--- config.mk ---
export PLATFORM = sky130hd
export DESIGN_NAME = stis_ctrl
export DESIGN_NICKNAME = d
export VERILOG_FILES = /design/src/design/stis_pkg.sv /design/src/design/stis_ctrl.sv
export SDC_FILE = /design/constraint.sdc
export NUM_CORES = 1
export LEC_CHECK = 0
export ABC_AREA = 1
export BUFFER_PORTS_ARGS = -buffer_cell sky130_fd_sc_hd__buf_2
export CORE_AREA = 2 2 40 51
export DETAILED_ROUTE_END_ITERATION = 10
export DIE_AREA = 0 0 42 53
export PLACE_DENSITY = 0.71
export REMOVE_ABC_BUFFERS = 1
export SYNTH_ARGS = -nofsm -noshare
export SYNTH_HDL_FRONTEND = slang
export SYNTH_SLANG_ARGS = --single-unit
--- constraint.sdc ---
create_clock -name clock -period 1.29 [get_ports clock]
set_input_delay 0.387 -clock clock [delete_from_list [all_inputs] [get_ports clock]]
set_output_delay 0.387 -clock clock [all_outputs]
set_load 0.02 [all_outputs]
--- src/design/stis_pkg.sv ---
// ----------------------------------------------------------------------------
// Sorted table interpolation search: package
// Widths, defaults and the controller/datapath command and status groups.
// ----------------------------------------------------------------------------
`default_nettype none

package stis_pkg;

   localparam int TABLE_DEPTH_DEFAULT = 1024;
   localparam int LEN_W   = 11;
   localparam int INDEX_W = 10;
   localparam int VALUE_W = 32;

   localparam logic OP_LOAD   = 1'b0;
   localparam logic OP_SEARCH = 1'b1;

   localparam logic [1:0] RD_LO   = 2'd0;
   localparam logic [1:0] RD_HI   = 2'd1;
   localparam logic [1:0] RD_POS  = 2'd2;
   localparam logic [1:0] RD_SCAN = 2'd3;

   typedef struct packed {
      logic       mem_wr;
      logic       capture;
      logic [1:0] rd_sel;
      logic       lat_elo;
      logic       lat_ehi;
      logic       mul;
      logic       div_step;
      logic       pos_calc;
      logic       go_upper;
      logic       go_lower;
      logic       scan_init;
      logic       scan_next;
      logic       hit_lo;
      logic       hit_pos;
      logic       hit_scan;
      logic       miss;
      logic       rsp_load;
   } cmd_type;

   typedef struct packed {
      logic is_load;
      logic load_ok;
      logic n_zero;
      logic in_range;
      logic lo_eq_hi;
      logic elo_hit;
      logic spread_zero;
      logic div_done;
      logic pr_eq;
      logic pr_lt;
      logic pos_at_lo;
      logic pos_at_hi;
      logic scan_eq;
      logic scan_end;
   } status_type;

endpackage

`default_nettype wire

--- src/design/stis_ctrl.sv ---
// ----------------------------------------------------------------------------
// Sorted table interpolation search: controller
// Sequences loads, probes, divisions, linear scans and the response handshake.
// ----------------------------------------------------------------------------
`default_nettype none

module stis_ctrl (
   input  wire logic                 clock,
   input  wire logic                 reset,
   input  wire logic                 req_valid,
   output logic                      req_ready,
   output logic                      rsp_valid,
   input  wire logic                 rsp_ready,
   input  wire stis_pkg::status_type sts,
   output stis_pkg::cmd_type         cmd
);

   localparam logic [3:0] S_IDLE  = 4'd0;
   localparam logic [3:0] S_RLO   = 4'd1;
   localparam logic [3:0] S_RHI   = 4'd2;
   localparam logic [3:0] S_LATHI = 4'd3;
   localparam logic [3:0] S_EVAL  = 4'd4;
   localparam logic [3:0] S_MUL   = 4'd5;
   localparam logic [3:0] S_DIV   = 4'd6;
   localparam logic [3:0] S_POS   = 4'd7;
   localparam logic [3:0] S_PRD   = 4'd8;
   localparam logic [3:0] S_PCMP  = 4'd9;
   localparam logic [3:0] S_LRD   = 4'd10;
   localparam logic [3:0] S_LCMP  = 4'd11;
   localparam logic [3:0] S_DONE  = 4'd12;

   logic [3:0] state_ff, state_in;
   logic       rsp_valid_ff, rsp_valid_in;
   logic       accept;

   assign req_ready = state_ff == S_IDLE;
   assign accept    = req_valid && req_ready;
   assign rsp_valid = rsp_valid_ff;

   always_comb begin
      state_in = state_ff;
      cmd      = '0;
      cmd.rd_sel = stis_pkg::RD_LO;
      case (state_ff)
         S_IDLE: begin
            if (accept) begin
               if (sts.is_load) begin
                  cmd.mem_wr = sts.load_ok;
               end else begin
                  cmd.capture = 1'b1;
                  if (sts.n_zero) begin
                     cmd.miss = 1'b1;
                     state_in = S_DONE;
                  end else begin
                     state_in = S_RLO;
                  end
               end
            end
         end
         S_RLO: begin
            cmd.rd_sel = stis_pkg::RD_LO;
            state_in   = S_RHI;
         end
         S_RHI: begin
            cmd.lat_elo = 1'b1;
            cmd.rd_sel  = stis_pkg::RD_HI;
            state_in    = S_LATHI;
         end
         S_LATHI: begin
            cmd.lat_ehi = 1'b1;
            state_in    = S_EVAL;
         end
         S_EVAL: begin
            if (!sts.in_range) begin
               cmd.miss = 1'b1;
               state_in = S_DONE;
            end else if (sts.lo_eq_hi) begin
               cmd.hit_lo = sts.elo_hit;
               cmd.miss   = !sts.elo_hit;
               state_in   = S_DONE;
            end else if (sts.spread_zero) begin
               cmd.scan_init = 1'b1;
               state_in      = S_LRD;
            end else begin
               cmd.mul  = 1'b1;
               state_in = S_MUL;
            end
         end
         S_MUL: begin
            cmd.div_step = 1'b1;
            state_in     = S_DIV;
         end
         S_DIV: begin
            if (sts.div_done) begin
               cmd.pos_calc = 1'b1;
               state_in     = S_POS;
            end else begin
               cmd.div_step = 1'b1;
            end
         end
         S_POS: begin
            cmd.rd_sel = stis_pkg::RD_POS;
            state_in   = S_PRD;
         end
         S_PRD: begin
            cmd.rd_sel = stis_pkg::RD_POS;
            state_in   = S_PCMP;
         end
         S_PCMP: begin
            if (sts.pr_eq) begin
               cmd.hit_pos = 1'b1;
               state_in    = S_DONE;
            end else if (sts.pr_lt) begin
               if (sts.pos_at_hi) begin
                  cmd.miss = 1'b1;
                  state_in = S_DONE;
               end else begin
                  cmd.go_upper = 1'b1;
                  state_in     = S_RLO;
               end
            end else begin
               if (sts.pos_at_lo) begin
                  cmd.miss = 1'b1;
                  state_in = S_DONE;
               end else begin
                  cmd.go_lower = 1'b1;
                  state_in     = S_RLO;
               end
            end
         end
         S_LRD: begin
            cmd.rd_sel = stis_pkg::RD_SCAN;
            state_in   = S_LCMP;
         end
         S_LCMP: begin
            if (sts.scan_eq) begin
               cmd.hit_scan = 1'b1;
               state_in     = S_DONE;
            end else if (sts.scan_end) begin
               cmd.miss = 1'b1;
               state_in = S_DONE;
            end else begin
               cmd.scan_next = 1'b1;
               state_in      = S_LRD;
            end
         end
         S_DONE: begin
            if (!rsp_valid_ff || rsp_ready) begin
               cmd.rsp_load = 1'b1;
               state_in     = S_IDLE;
            end
         end
         default: begin
            state_in = S_IDLE;
         end
      endcase
   end

   always_comb begin
      rsp_valid_in = rsp_valid_ff;
      if (rsp_valid_ff && rsp_ready) begin
         rsp_valid_in = 1'b0;
      end
      if (cmd.rsp_load) begin
         rsp_valid_in = 1'b1;
      end
   end

   always_ff @(posedge clock) begin
      if (reset) begin
         state_ff     <= S_IDLE;
         rsp_valid_ff <= 1'b0;
      end else begin
         state_ff     <= state_in;
         rsp_valid_ff <= rsp_valid_in;
      end
   end

endmodule

`default_nettype wire

==> reports/qor.csv <==
stage,metric,value,unit
finish,diodes,0,
timing,finalSetupViolCount,22,
flow_run,cap_violations,0,
finish,regArea,113,sq um
timing,max_slew_margin,0.807,
setup_path,startpoint_type,flip-flop,
setup_path,worstPathRequired,0.90,ns
setup_path,critical_path_class,reg2out,
finish,multiInputGateArea,586,sq um
cts,cts_tree,yes,
timing,worst_slack,-0.421,ns
finish,fin_nets,217,
drt,routedWlPerCell,13.0,microns
logic_synthesis,ys_warn_count,0,
timing,clock-skew-final,0.00220,ns
floorplanning,die_w,42,microns
logic_synthesis,synth_compound_area_frac,0.0964,
floorplanning,core_area,0.00172,sq mm
timing,clock.fmax,0.584,GHz
timing,fin_crit_sh,1.33,
logic_synthesis,yosysUniqueCellTypes,22,
drt,dr.pass1.iters,4,
logic_synthesis,ys_ff_latch,5,
timing,fin_setup_tns,-6.50,ns
floorplanning,die_y,53,microns
global_routing,gr-usage-all-layers,0.246,
logic_synthesis,avgSynthCellArea,5.07,sq um
finish,drive_above_1_share,0.606,
placed_design,gp_congestion,0.865,
drt,drc_errors,0,
logic_synthesis,synth_xor_area_frac,0,
placed_design,dp_hpwl,1.74,mm
setup_path,crit_path_end_kind,output port,
drt,drt_iter0_markers,17,
outcome,violations,setup timing,
logic_synthesis,netlist_instances,123,
floorplanning,rows,17,
global_routing,antenna_found_initial,0,
drt,drt-total-wl,2.83,mm
cts,worstSkewPairLatency,0.23,ns
logic_synthesis,synth_simple_gate_area_frac,0.574,
cts,cts.sink_count,5,
logic_synthesis,synth_mux_area_frac,0,
power_and_ir_drop,power.density,1510,mW/mm^2
floorplanning,io_pins,38,
timing,worst_pin_slew,0.289,ns
power_and_ir_drop,leakage,0.783,nW
logic_synthesis,yosysSeqAreaShare,0.161,
global_routing,grt_pass1_vias,1101,
global_routing,grt_overflow_total,0,
logic_synthesis,synth.cell_area,623,sq um
drt,num_vias,1059,
logic_synthesis,synthAdderAreaFrac,0,
timing,drv_slew,0,
outcome,outcome,"finished, violations left",
global_routing,grt_pass1_wl,4.22,mm
drt,via_per_inst,4.88,
timing,rsz0062_at_grt,true,
setup_path,crit_fanout,6,
placed_design,port_buffers,37,
floorplanning,die_area,0.00223,sq mm
setup_path,critPathArrivalTime,1.32,ns
cts,htreeDepth,1,
floorplanning,start_util,0.362,
cts,cts_hold_buf,0,
timing,hold_viol_final,0,
placed_design,place_ws,-0.385,ns
finish,area_delta_synth_final,127,%
cts,clk_pin_slew_worst_paths,0.04,ns
finish,fillers,115,
hold_path,hold_class,in2reg,
logic_synthesis,synth_top_family_by_area,simple AND/OR/NAND/NOR gates,
cts,cts-root-buf,clkbuf_4,
cts,cts_made_buffers,3,
cts,clk_path_buf_depth,2,
power_and_ir_drop,vdd_ir_drop_max,0.00112,V
drt,ant_nets,0,
global_routing,grt_max_degree,8,
timing,fin_crit,1.71,ns
-- cells in the mapped netlist, drive strengths merged --
cell | count | area (sq um)
a21oi | 2 | 10.0
a22oi | 1 | 7.51
a31oi | 1 | 6.26
buf | 1 | 7.51
dfxtp | 5 | 100
inv | 26 | 97.6
nand2 | 36 | 143
nand3 | 10 | 50.1
nand4 | 1 | 6.26
nor2 | 27 | 121
nor3 | 5 | 25.0
o21a | 1 | 7.51
o21ai | 3 | 15.0
o21bai | 1 | 7.51
o22ai | 1 | 6.26
or2 | 2 | 12.5
-- area by class of cell --
class                      instances  share of cell area
multi-input combinational         91               0.413
tap                               19              0.0168
sequential                         5              0.0795
inverter                          26              0.0742
clock buffer                       4              0.0186
timing repair buffer              72               0.398
-- where the power goes --
part | switching, W | total [W] | internal [W] | leakage [nW]
clock | 0.0000549 | 0.000171 | 0.000116 | 0.0150
combinational | 0.000874 | 0.00170 | 0.000823 | 0.725
sequential | 0.0000681 | 0.000273 | 0.000205 | 0.0434
-- worst max-delay path, stage by stage (launching register included) --
cell and delay (ns):
dfxtp_4 0.37, nor2_4 0.13, inv_2 0.06, nor2_4 0.09
inv_2 0.06, nor2_4 0.10, a22oi_2 0.07, nand2_1 0.09
buf_6 0.12
-- sequential cells by signal, summed over array words and instances (netlist names) --
register / flops
state_ff: 4
rsp_valid: 1
-- through the flow --
| step | cells | hold slack, ns | cell area [sq um] | total power [W] | utilization |
|---|---|---|---|---|---|
| finish | 217 | 0.365 | 1420 | 0.00214 | 0.822 |
| CTS | 216 | 0.362 | 1290 | 0.00185 | 0.747 |
| floorplan | 122 | 0.456 | 616 | 0.000797 | - |
| detailed placement | 205 | 0.614 | 1030 | 0.00128 | 0.596 |
| global route | 217 | 0.360 | 1420 | 0.00228 | 0.822 |
| global placement | 205 | 0.608 | 1030 | 0.00126 | 0.596 |
-- repair_timing --
action	in CTS	in global routing
pin swaps	4	10
setup endpoints to repair	23	23
setup buffers	7	3
gates resized for setup	58	33
-- layer usage --
layer  vias up  GRT usage  part of all wire
li1        530          -                 -
met1       486      0.207              0.32
met2        33      0.516              0.60
met3        10     0.0478             0.035
met4         0      0.151             0.040
met5         -          0                 0
-- path summary, 6_finish.rpt --
kind,slack [ns],start,depth (start not counted),end
setup / recovery,-0.42,state_ff[3],8,cmd[1]
hold / removal,0.37,reset,2,state_ff[2]
setup reg to reg,-0.14,state_ff[0],10,state_ff[3]
hold reg to reg,0.75,rsp_valid,5,state_ff[3]
-- cell usage in the layout, fill, tap and decap left out, drive strengths merged --
master	n
or2	2
a31oi	1
inv	26
o21a	1
nor2	27
nand3	10
dfxtp	5
a22oi	1
o21ai	3
buf	72
o22ai	1
a21oi	2
nand2	36
clkbuf	4
nor3	5
nand4	1
o21bai	1
-- cell families (layout without fill, tap and decap cells) --
| logic type | after synthesis | after routing |
|---|---|---|
| compound gates | 10 | 10 |
| flops | 5 | 5 |
| simple gates | 81 | 81 |
| buf+inv | 27 | 102 |
Note: power is estimated with default switching activity, not from simulation.
